[config.mk]
export PLATFORM = sky130hd
export DESIGN_NAME = unicode_escape_decoder
export DESIGN_NICKNAME = d
export VERILOG_FILES = /design/src/rtl/ued_pkg.sv /design/src/rtl/unicode_escape_decoder.sv /design/src/rtl/ued_decode.sv /design/src/rtl/ued_out_queue.sv
export VERILOG_INCLUDE_DIRS = /design/src /design/src/rtl
export SDC_FILE = /design/constraint.sdc
export NUM_CORES = 1
export LEC_CHECK = 0
export ABC_AREA = 1
export BUFFER_PORTS_ARGS = -buffer_cell sky130_fd_sc_hd__buf_2
export CORE_MARGIN = 2
export CORE_UTILIZATION = 60
export CTS_BUF_LIST = sky130_fd_sc_hd__clkbuf_2 sky130_fd_sc_hd__clkbuf_4 sky130_fd_sc_hd__clkbuf_8
export DETAILED_ROUTE_END_ITERATION = 7
export HOLD_SLACK_MARGIN = 0.05
export PLACE_DENSITY = 0.79
export SYNTH_ARGS = -nofsm -noshare
export SYNTH_HDL_FRONTEND = slang
export SYNTH_SLANG_ARGS = --single-unit
[constraint.sdc]
create_clock -name clk -period 9.1 [get_ports clk]
set_clock_uncertainty 0.2 [all_clocks]
set_input_delay 0.91 -clock clk [delete_from_list [all_inputs] [get_ports clk]]
set_output_delay 0.91 -clock clk [all_outputs]
set_load 0.005 [all_outputs]
[src/rtl/unicode_escape_decoder_defines.svh]
// Assertion macros for the escape decoder.
`ifndef UNICODE_ESCAPE_DECODER_DEFINES_SVH
`define UNICODE_ESCAPE_DECODER_DEFINES_SVH

// Same-cycle implication, checked outside reset.
`define UED_ASSERT_NOW(lbl, ante, cons, msg) \
	lbl: assert property (@(posedge clk) disable iff (!arst_n) (ante) |-> (cons)) \
		else $error(msg);

// Next-cycle implication, checked outside reset.
`define UED_ASSERT_NEXT(lbl, ante, cons, msg) \
	lbl: assert property (@(posedge clk) disable iff (!arst_n) (ante) |=> (cons)) \
		else $error(msg);

`endif

[src/rtl/ued_pkg.sv]
`timescale 1ns / 1ps
package ued_pkg;

	localparam logic [7:0] CHAR_BSLASH = 8'h5C;
	localparam logic [7:0] CHAR_U      = 8'h75;

	localparam int QUEUE_DEPTH = 4;
	localparam int PTR_W       = $clog2(QUEUE_DEPTH);
	localparam int CNT_W       = $clog2(QUEUE_DEPTH + 1);

	typedef enum logic [1:0] {
		PH_TEXT = 2'd0,
		PH_BSL  = 2'd1,
		PH_HEX  = 2'd2
	} phase_t;

	typedef struct packed {
		phase_t      phase;
		logic [1:0]  digit_count;
		logic [11:0] partial_value;
	} dec_state_t;

	typedef struct packed {
		logic [15:0] code_point;
		logic        bad_escape;
		logic        end_of_run;
	} result_t;

	// Results of one item, ready to be pushed into the output queue.
	typedef struct packed {
		logic [1:0] count;
		result_t    res0;
		result_t    res1;
	} push_t;

	// Returns {is_hex, nibble}.
	function automatic logic [4:0] hex_value(input logic [7:0] c);
		logic [4:0] r;
		r = 5'd0;
		if (c >= 8'h30 && c <= 8'h39) begin
			r = {1'b1, c[3:0]};
		end else if ((c >= 8'h61 && c <= 8'h66) || (c >= 8'h41 && c <= 8'h46)) begin
			r = {1'b1, c[3:0] + 4'd9};
		end
		return r;
	endfunction

endpackage

[src/rtl/unicode_escape_decoder.sv]
`timescale 1ns / 1ps
// Channel  | valid     | stall     | payload
// ---------+-----------+-----------+------------------------------------------
// in       | in_valid  | in_stall  | char_in, last_byte
// out      | out_valid | out_stall | code_point, bad_escape, end_of_run
//
// A byte is taken into an input register and decoded against the escape state
// while it sits there; its zero, one or two results enter a 4-entry result queue
// when the queue has room, and the first of them then shows on out.
// One byte per cycle is taken while the queue holds at most two results; results
// drain one per cycle while out_stall is low.
// Reset clears the escape state, input valid and queue; out_stall backs up into in_stall.
`include "unicode_escape_decoder_defines.svh"
module unicode_escape_decoder (
	input  logic        clk,
	input  logic        arst_n,
	input  logic        in_valid,
	output logic        in_stall,
	input  logic [7:0]  char_in,
	input  logic        last_byte,
	output logic        out_valid,
	input  logic        out_stall,
	output logic [15:0] code_point,
	output logic        bad_escape,
	output logic        end_of_run
);
	import ued_pkg::*;

	logic             valid_s1;
	logic [7:0]       char_s1;
	logic             last_s1;
	dec_state_t       state_q;
	dec_state_t       state_nxt;
	push_t            push;
	logic             has_room;
	logic [CNT_W-1:0] level;
	logic             advance;
	logic             load_s1;
	result_t          head;

	assign advance  = valid_s1 && has_room;
	assign load_s1  = !valid_s1 || has_room;
	assign in_stall = valid_s1 && !has_room;

	always_ff @(posedge clk or negedge arst_n) begin
		if (!arst_n) begin
			valid_s1 <= 1'b0;
			state_q  <= '{phase: PH_TEXT, digit_count: 2'd0, partial_value: 12'd0};
		end else begin
			if (load_s1) begin
				valid_s1 <= in_valid;
			end
			if (advance) begin
				state_q <= state_nxt;
			end
		end
	end

	always_ff @(posedge clk) begin
		if (load_s1 && in_valid) begin
			char_s1 <= char_in;
			last_s1 <= last_byte;
		end
	end

	ued_decode u_decode (
		.state     (state_q),
		.char_val  (char_s1),
		.last_val  (last_s1),
		.state_nxt (state_nxt),
		.push      (push)
	);

	ued_out_queue u_queue (
		.clk       (clk),
		.arst_n    (arst_n),
		.push_en   (advance),
		.push      (push),
		.has_room  (has_room),
		.level     (level),
		.out_valid (out_valid),
		.out_stall (out_stall),
		.head      (head)
	);

	assign code_point = head.code_point;
	assign bad_escape = head.bad_escape;
	assign end_of_run = head.end_of_run;

	`UED_ASSERT_NOW(a_level_bound, 1'b1, level <= CNT_W'(QUEUE_DEPTH), "result queue overflow")
	`UED_ASSERT_NOW(a_bad_zero, out_valid && bad_escape, code_point == 16'd0, "error with code")
	`UED_ASSERT_NEXT(a_last_flush, advance && last_s1, state_q.phase == PH_TEXT, "no flush")
	`UED_ASSERT_NEXT(a_push_seen, advance && (push.count != 2'd0), out_valid, "result lost")

endmodule

[src/rtl/ued_decode.sv]
`timescale 1ns / 1ps
module ued_decode (
	input  ued_pkg::dec_state_t state,
	input  logic [7:0]          char_val,
	input  logic                last_val,
	output ued_pkg::dec_state_t state_nxt,
	output ued_pkg::push_t      push
);
	import ued_pkg::*;

	logic [4:0] hex;
	logic [1:0] cnt;
	result_t    r0;
	result_t    r1;
	result_t    lit_bs;
	result_t    lit_c;
	result_t    err;
	result_t    done;

	assign hex    = hex_value(char_val);
	assign lit_bs = '{code_point: {8'd0, CHAR_BSLASH}, bad_escape: 1'b0, end_of_run: 1'b0};
	assign lit_c  = '{code_point: {8'd0, char_val}, bad_escape: 1'b0, end_of_run: 1'b0};
	assign err    = '{code_point: 16'd0, bad_escape: 1'b1, end_of_run: 1'b0};
	assign done   = '{code_point: {state.partial_value, hex[3:0]}, bad_escape: 1'b0,
		end_of_run: 1'b0};

	always_comb begin
		state_nxt = state;
		cnt = 2'd0;
		r0  = '0;
		r1  = '0;
		case (state.phase)
			PH_BSL: begin
				if (char_val == CHAR_U) begin
					state_nxt.phase         = PH_HEX;
					state_nxt.digit_count   = 2'd0;
					state_nxt.partial_value = 12'd0;
				end else begin
					r0  = lit_bs;
					r1  = lit_c;
					cnt = 2'd2;
					state_nxt.phase = PH_TEXT;
				end
			end
			PH_HEX: begin
				if (hex[4]) begin
					if (state.digit_count != 2'd3) begin
						state_nxt.partial_value = {state.partial_value[7:0], hex[3:0]};
						state_nxt.digit_count   = state.digit_count + 2'd1;
					end else begin
						r0  = done;
						cnt = 2'd1;
						state_nxt.phase         = PH_TEXT;
						state_nxt.digit_count   = 2'd0;
						state_nxt.partial_value = 12'd0;
					end
				end else begin
					// Cut-short escape: error, then handle the byte as text.
					r0  = err;
					cnt = 2'd1;
					state_nxt.digit_count   = 2'd0;
					state_nxt.partial_value = 12'd0;
					if (char_val == CHAR_BSLASH) begin
						state_nxt.phase = PH_BSL;
					end else begin
						state_nxt.phase = PH_TEXT;
						r1  = lit_c;
						cnt = 2'd2;
					end
				end
			end
			default: begin
				if (char_val == CHAR_BSLASH) begin
					state_nxt.phase = PH_BSL;
				end else begin
					state_nxt.phase = PH_TEXT;
					r0  = lit_c;
					cnt = 2'd1;
				end
			end
		endcase

		// Flush pending state at the end of a message.
		if (last_val) begin
			if (state_nxt.phase == PH_BSL) begin
				if (cnt == 2'd0) begin
					r0 = lit_bs;
				end else begin
					r1 = lit_bs;
				end
				cnt = cnt + 2'd1;
			end else if (state_nxt.phase == PH_HEX) begin
				if (cnt == 2'd0) begin
					r0 = err;
				end else begin
					r1 = err;
				end
				cnt = cnt + 2'd1;
			end
			state_nxt.phase         = PH_TEXT;
			state_nxt.digit_count   = 2'd0;
			state_nxt.partial_value = 12'd0;
		end

		if (cnt == 2'd1) begin
			r0.end_of_run = 1'b1;
		end else if (cnt == 2'd2) begin
			r1.end_of_run = 1'b1;
		end
	end

	assign push.count = cnt;
	assign push.res0  = r0;
	assign push.res1  = r1;

endmodule

[src/rtl/ued_out_queue.sv]
`timescale 1ns / 1ps
module ued_out_queue (
	input  logic                          clk,
	input  logic                          arst_n,
	input  logic                          push_en,
	input  ued_pkg::push_t                push,
	output logic                          has_room,
	output logic [ued_pkg::CNT_W-1:0]     level,
	output logic                          out_valid,
	input  logic                          out_stall,
	output ued_pkg::result_t              head
);
	import ued_pkg::*;

	localparam logic [CNT_W-1:0] ROOM_MAX = CNT_W'(QUEUE_DEPTH - 2);

	result_t          mem_q [QUEUE_DEPTH];
	logic [PTR_W-1:0] wr_ptr_q;
	logic [PTR_W-1:0] rd_ptr_q;
	logic [CNT_W-1:0] count_q;
	logic [1:0]       n_push;
	logic             pop;

	assign n_push    = push_en ? push.count : 2'd0;
	assign pop       = out_valid && !out_stall;
	assign out_valid = (count_q != '0);
	assign has_room  = (count_q <= ROOM_MAX);
	assign level     = count_q;
	assign head      = mem_q[rd_ptr_q];

	always_ff @(posedge clk or negedge arst_n) begin
		if (!arst_n) begin
			wr_ptr_q <= '0;
			rd_ptr_q <= '0;
			count_q  <= '0;
		end else begin
			wr_ptr_q <= wr_ptr_q + PTR_W'(n_push);
			if (pop) begin
				rd_ptr_q <= rd_ptr_q + PTR_W'(1);
			end
			count_q <= count_q + CNT_W'(n_push) - CNT_W'(pop);
		end
	end

	always_ff @(posedge clk) begin
		if (n_push != 2'd0) begin
			mem_q[wr_ptr_q] <= push.res0;
		end
		if (n_push == 2'd2) begin
			mem_q[wr_ptr_q + PTR_W'(1)] <= push.res1;
		end
	end

endmodule

==> results of run 1 <==
==> layout make-up <==
cell class                 instances  area [sq um]  share of cell area [%]
timing repair buffer              39           213                    3.49
clock buffer                      10           131                    2.15
clock inverter                     6          50.0                   0.820
tap                              129           161                    2.65
inverter                          69           259                    4.25
multi-input combinational        493          2570                    42.2
sequential                       105          2710                    44.5
==> logic make-up after synthesis <==
logic type / after synthesis / synth area share, %
DFF: 105 / 46.8
buffers and inverters: 111 / 8.91
AOI/OAI and AO/OA: 144 / 13.4
xor gates and xnor gates: 8 / 1.21
adders and majority gates: 11 / 2.50
and+or+nand+nor: 330 / 27.2
==> flip-flops by register name, indices dropped and copies added, names as in the netlist <==
signal            cells
u_queue.rd_ptr_q      2
state_q              16
u_queue.wr_ptr_q      2
char_s1               8
last_s1               1
u_queue.level         3
valid_s1              1
u_queue.mem_q        72
==> worst min-delay path by stage <==
stage | slack [ns] | startpoint | depth (start not counted) | end
2_1_floorplan | 0.24 | u_queue.mem_q[1][10] | 2 | u_queue.mem_q[1][10]
3_3_place_gp | 0.25 | u_queue.mem_q[1][12] | 2 | u_queue.mem_q[1][12]
3_5_place_dp | 0.26 | u_queue.mem_q[1][13] | 2 | u_queue.mem_q[1][13]
4_1_cts | 0.27 | u_queue.mem_q[1][13] | 2 | u_queue.mem_q[1][13]
5_1_grt | 0.29 | u_queue.mem_q[1][16] | 2 | u_queue.mem_q[1][16]
6_report | 0.27 | u_queue.mem_q[1][11] | 2 | u_queue.mem_q[1][11]
==> metal layers <==
metal	part of all wire [%]	wire [um]	vias to the layer above	track usage (%)
met5	0	0	-	0
met2	46	6300	223	44.1
met1	43	5820	2294	38.8
li1	-	-	2412	-
met3	8.8	1190	23	4.86
met4	1.8	242	0	9.85
==> power groups by stage <==
stage	combinational, W	sequential, W	clock, W
after floorplan	0.000611	0.000695	0
after global placement	0.000731	0.000727	0
after detailed placement	0.000756	0.000731	0
after CTS	0.000756	0.000721	0.000280
after global routing	0.000867	0.000738	0.000294
final	0.000762	0.000723	0.000279
==> through the flow <==
stage / hold slack, ns / cell area (sq um) / instances
3_5_place_dp: 0.256 / 5920 / 835
5_1_grt: 0.291 / 6100 / 851
6_report: 0.270 / 6100 / 851
4_1_cts: 0.271 / 6100 / 851
3_3_place_gp: 0.246 / 5920 / 835
2_1_floorplan: 0.237 / 5800 / 709
==> worst max-delay path, delay by kind of cell, from the launching register on <==
kind / cells / cell delay [ns]
buffers and inverters: 5 / 0.96
AO/OA/AOI/OAI: 1 / 0.20
flip-flops: 1 / 0.53
AND/OR/NAND/NOR: 12 / 1.67
adder cells (fa/ha/maj): 2 / 0.52
==> synthesized netlist by cell type, types with 2 or more instances <==
cell type	instances	area, sq um
nand2_1	98	368
nand3_1	93	465
nor2_1	92	345
o21ai_0	66	330
inv_1	61	229
edfxtp_1	49	1470
a21oi_1	36	180
dfxtp_1	32	641
o22ai_1	32	200
dfrtp_1	24	601
clkbuf_1	22	82.6
nand2_2	14	87.6
nand3_2	12	120
buf_6	11	124
ha_1	10	125
xor2_1	7	61.3
inv_2	6	22.5
buf_2	5	25.0
nand4_1	5	31.3
o21ai_1	5	25.0
buf_4	3	22.5
nand3_4	3	52.6
nor2_2	3	18.8
nor2_4	3	33.8
clkinv_1	2	7.51
nand2_4	2	22.5
nand3b_1	2	15.0
or2_2	2	12.5
==> impl_metrics.csv, run 1 <==
group,metric,value,unit
run_status,status,"finished, final reports clean",
yosys,netlist_instances,709,
setup_path,cp_cell_sequence,"inv_1 -> ha_1 -> inv_1 -> nand2_1 -> nand2_1 -> nand2_2 -> nand2_4 -> nand2_4 -> nand2_1 -> nand3_1 -> a21oi_1 -> inv_1 -> ha_1 -> inv_1 -> nand3_1 -> nand3_4 -> nand2_2 -> buf_4 -> nand2_2 -> nand2_1",
place,gp_congestion,0.912,
sta,slew_violations,0,
yosys,ys_warn_count,0,
detailed_routing,firstDrtPassIters,6,
die,chipWidth,102,um
finish,layout-area-overhead-vs-synth,5.18,%
setup_path,slowest_stage,"buf_4",
setup_path,crit_type,"register to register",
power,switching_share,43.3,%
yosys,ys.flop_type,"edfxtp_1",
setup_path,crit_path_end,"u_queue.mem_q[1][2]",
place,io_buffers,32,
cts,cts.sinks,105,
yosys,synthArstFlopShare,22.9,%
detailed_routing,antenna_left,0,
setup_path,cp-start-kind,"register",
sta,setup_viol_count_final,0,
cts,cts_buffers,9,
setup_path,endpoint_kind,"register",
global_route,grt_pass1_wl,22500,um
sta,worstMarginPinSlew,0.881,ns
yosys,syn_nets,733,
place,hpwl,9210,um
setup_path,r2r-end,"u_queue.mem_q[1][2]",
cts,clk_latency,0.38,ns
die,die_h,102,um
finish,n_fill_cell,812,
cts,clockBufferDepth,2,
sta,fmaxAchievable,224,MHz
sta,setup_tns,0,ns
sta,period_needed,4.47,ns
sta,rsz0062_at_grt,"false",
finish,final_core_util,65.4,%
setup_path,r2r_cells,20,
setup_path,rr_startpoint,"char_s1[0]",
power,p_switching,0.000763,W
die,dieArea,10500,sq um
power,p_leak,2.59,nW
cts,tritoncts,"done",
detailed_routing,wirelength,13600,um
power,total_power,0.00176,W
finish,drive_above_1_share,14.0,%
power,intPower,0.00100,W
power,power.density,289,nW/um^2
place,dpl_worst_slack,4.71,ns
finish,final_common_cell,"nand2_1",
yosys,synth_edf_count,49,
power,clkPwrFrac,15.8,%
yosys,syn_avg_cell_area,8.18,sq um
die,start_util,62.2,%
global_route,grt_max_degree,93,
detailed_routing,wire_per_inst,15.9,um
global_route,antenna_found_initial,0,
finish,antenna_cells,0,
cts,ctsHoldBuffers,0,
setup_path,worstSetupStartpoint,"char_s1[0]",
yosys,synth.distinct_cells,37,
yosys,synth_seq_area_share,46.8,%
setup_path,crit_arrival,4.31,ns
setup_path,reg2reg_slack,4.63,ns
job,maxCapViolCount,0,
yosys,syn_area,5800,sq um
cts,clkTransAtPathRegs,0.10,ns
power,pwr-share-comb,43.2,%
sta,relSlewSlack,40.9,%
die,core,9330,sq um
power,pwr-share-seq,41.0,%
cts,cts_resized,0,
finish,layout_common_cells,"nand2_1, nand3_1, nor2_1, o21ai_0, inv_1",
detailed_routing,drc,0,
sta,final.setup.worst_slack,4.63,ns
die,io_pins,33,
sta,hold_violations,0,
sta,final.period_utilization,49.2,%
cts,htreeDepth,3,
power,ir_drop,0.000242,V
detailed_routing,route.vias.total,4952,
global_route,grt_pass1_vias,4587,
cts,post_cts_buffers,0,
finish,fin_nets,741,
yosys,synth_seq_cells,105,
setup_path,path_max_fanout,92,
min_path,hp-class,"register to register",
global_route,grt_overflow_total,0,
detailed_routing,drtIter0Drc,325,
cts,root_buffer,"clkbuf_8",
setup_path,cpPeakStageDelay,0.64,ns
global_route,grtUsageTotal,27.8,%
setup_path,crit_required,8.94,ns
detailed_routing,vias_per_cell,5.82,
die,placementRows,35,
Note: power is estimated with default switching activity, not from simulation.
==> run 2, diff against run 1 <==
ABC_AREA = 0   (was 1)
clock period = 4.3 ns   (was 9.1 ns; I/O delays follow)
==> impl_metrics.csv, run 2 <==
group,metric,value,unit
setup_path,cp_cell_sequence,"or4b_4 -> or3b_4 -> a211o_1 -> a21oi_4 -> mux2i_4 -> mux2i_1 -> nand2_1 -> ha_1 -> fa_1 -> xor2_1 -> xnor2_1",
sta,final.period_utilization,95.5,%
sta,slew_violations,0,
cts,cts_buffers,9,
setup_path,path_buf_inv,0,
power,p_leak,2.25,nW
finish,fin_nets,532,
place,dpl_worst_slack,0.112,ns
finish,fin_cells,621,
yosys,netlist_top_cells_count,"edfxtp_1, nand2_1, dfxtp_1",
global_route,antenna_found_initial,0,
setup_path,cp-start-kind,"register",
sta,fmaxAchievable,243,MHz
setup_path,crit_arrival,4.16,ns
min_path,worstHoldPathCells,2,
detailed_routing,wirelength,12500,um
setup_path,crit_family,"simple AND/OR/NAND/NOR gates",
yosys,synthArstFlopShare,22.9,%
yosys,synth_seq_cells,105,
die,dieArea,9800,sq um
yosys,synth_top_area_share,27.2,%
place,gp_congestion,0.921,
place,hpwl,8780,um
yosys,syn_nets,496,
yosys,synth_top_cell_by_area,"edfxtp_1",
yosys,syn_area,5410,sq um
setup_path,reg2reg_slack,0.19,ns
detailed_routing,drtIter0Drc,362,
finish,reg_top3,"u_queue.mem_q: 72 flops, state_q: 16 flops, char_s1: 8 flops",
detailed_routing,firstDrtPassIters,5,
die,io_pins,33,
sta,hold_violations,0,
global_route,grt_pass1_wl,20200,um
place,io_buffers,32,
setup_path,r2r_cells,11,
sta,final.setup.worst_slack,0.192,ns
cts,clk_latency,0.37,ns
setup_path,crit_required,4.36,ns
yosys,post-synth-top-count-cell,"edfxtp_1",
finish,n_fill_cell,666,
sta,worstMarginPinSlew,1.04,ns
detailed_routing,drc,0,
sta,setup_viol_count_final,0,
finish,largest_reg_flops,72,
finish,antenna_cells,0,
run_status,status,"finished, final reports clean",
yosys,synth_seq_area_share,50.1,%
min_path,hp-class,"input pin to register",
sta,period_needed,4.11,ns
min_path,hold_end,"valid_s1",
setup_path,cpPeakStageDelay,0.58,ns
global_route,grt_max_degree,25,
die,start_util,62.1,%
die,chipWidth,99.0,um
yosys,netlist_instances,472,
place,place_inst,593,
cts,cts.sinks,105,
yosys,ys.flop_type,"edfxtp_1",
detailed_routing,vias_per_cell,6.59,
cts,clkTransAtPathRegs,0.11,ns
setup_path,slowest_stage,"or4b_4",
setup_path,r2r-end,"u_queue.level[2]",
setup_path,endpoint_kind,"register",
detailed_routing,wire_per_inst,20.1,um
cts,root_buffer,"clkbuf_8",
job,maxCapViolCount,0,
setup_path,crit_type,"register to register",
sta,holdWs,0.0644,ns
finish,largest_register,"u_queue.mem_q",
cts,tritoncts,"done",
yosys,syn_avg_cell_area,11.5,sq um
setup_path,path_max_fanout,7,
yosys,ys_warn_count,0,
power,ir_drop,0.000341,V
global_route,grt_overflow_total,0,
global_route,grt_pass1_vias,4057,
yosys,synth.distinct_cells,62,
setup_path,rr_startpoint,"char_s1[7]",
min_path,hold_start,"in_valid",
finish,layout-area-overhead-vs-synth,10.4,%
yosys,synth_edf_count,49,
die,placementRows,34,
finish,drive_above_1_share,23.8,%
detailed_routing,route.vias.total,4091,
die,core,8720,sq um
sta,relSlewSlack,30.4,%
cts,htreeDepth,3,
die,die_h,99.0,um
cts,clockBufferDepth,2,
finish,layout_common_cells,"edfxtp_1, nand2_1, buf_2, dfxtp_1",
finish,final_common_cell,"edfxtp_1",
detailed_routing,antenna_left,0,
global_route,grtUsageTotal,26.3,%
yosys,netlist_top_cells_area,"edfxtp_1, dfxtp_1, dfrtp_1",
power,power.density,488,nW/um^2
## run 2: changes by cell type in the layout (fill, tap and decap cells not counted), sizes merged, moves of 18 or more
cell	delta
nor2	-69
a21oi	-20
nor3	+27
nand2	-75
inv	-54
a31o	+24
a22o	+20
nand3	-103
mux4	+18
o21ai	-50
## run 2: cell families (layout without fill, tap and decap cells)
kind of cell,after synthesis,after routing,synth area share (%)
XOR/XNOR,10,10,1.87
AO/OA/AOI/OAI,137,137,18.9
flip-flops,105,105,50.1
multiplexers,23,23,8.85
buffers and inverters,48,89,4.95
adder cells (fa/ha/maj),11,11,2.68
AND/OR/NAND/NOR,138,138,12.6
## run 2: layer usage
layer | vias up | GRT usage (%) | routed length [um]
met5 | - | 0 | 0
met4 | 0 | 9.06 | 242
met3 | 27 | 4.11 | 889
met2 | 202 | 42.9 | 6000
met1 | 1999 | 36.2 | 5330
li1 | 1863 | - | -
## run 2: cell type report
class / count / area, sq um / area share [%]
tap: 108 / 135 / 2.26
timing repair buffer: 61 / 415 / 6.95
sequential: 105 / 2710 / 45.4
clock buffer: 9 / 124 / 2.07
multi-input combinational: 319 / 2460 / 41.1
inverter: 12 / 45.0 / 0.754
clock inverter: 7 / 85.1 / 1.42
## run 2: repair_timing
action,in CTS,in global routing
hold buffers,10,0
gates resized for setup,0,6
setup buffers,0,2
endpoints found under the setup margin,0,39
hold endpoints to repair,33,0
## run 2: power by group
group | switching [W] | internal (W) | leakage, nW
clock network | 0.000362 | 0.000280 | 0.108
registers | 0.000161 | 0.00123 | 1.02
logic | 0.000468 | 0.000415 | 1.12
## run 2: worst max path at each step
stage	start	to	slack, ns	depth (start not counted)
final	char_s1[7]	u_queue.level[2]	0.19	11
after global routing	char_s1[1]	u_queue.level[2]	-0.01	15
after CTS	char_s1[7]	u_queue.level[2]	0.1	11
after detailed placement	char_s1[7]	u_queue.level[2]	0.11	11
after global placement	char_s1[7]	u_queue.level[2]	0.20	11
after floorplan	char_s1[3]	u_queue.mem_q[1][0]	0.13	13
## run 2: metrics by stage
| step | util [%] | instance area, sq um | total power [W] | TNS [ns] |
|---|---|---|---|---|
| final | 68.5 | 5970 | 0.00291 | 0 |
| after global routing | 68.5 | 5970 | 0.00305 | -0.0150 |
| after CTS | 68.1 | 5940 | 0.00291 | 0 |
| after detailed placement | 64.5 | 5630 | 0.00228 | 0 |
| after global placement | 64.5 | 5630 | 0.00225 | 0 |
| after floorplan | - | 5410 | 0.00200 | 0 |
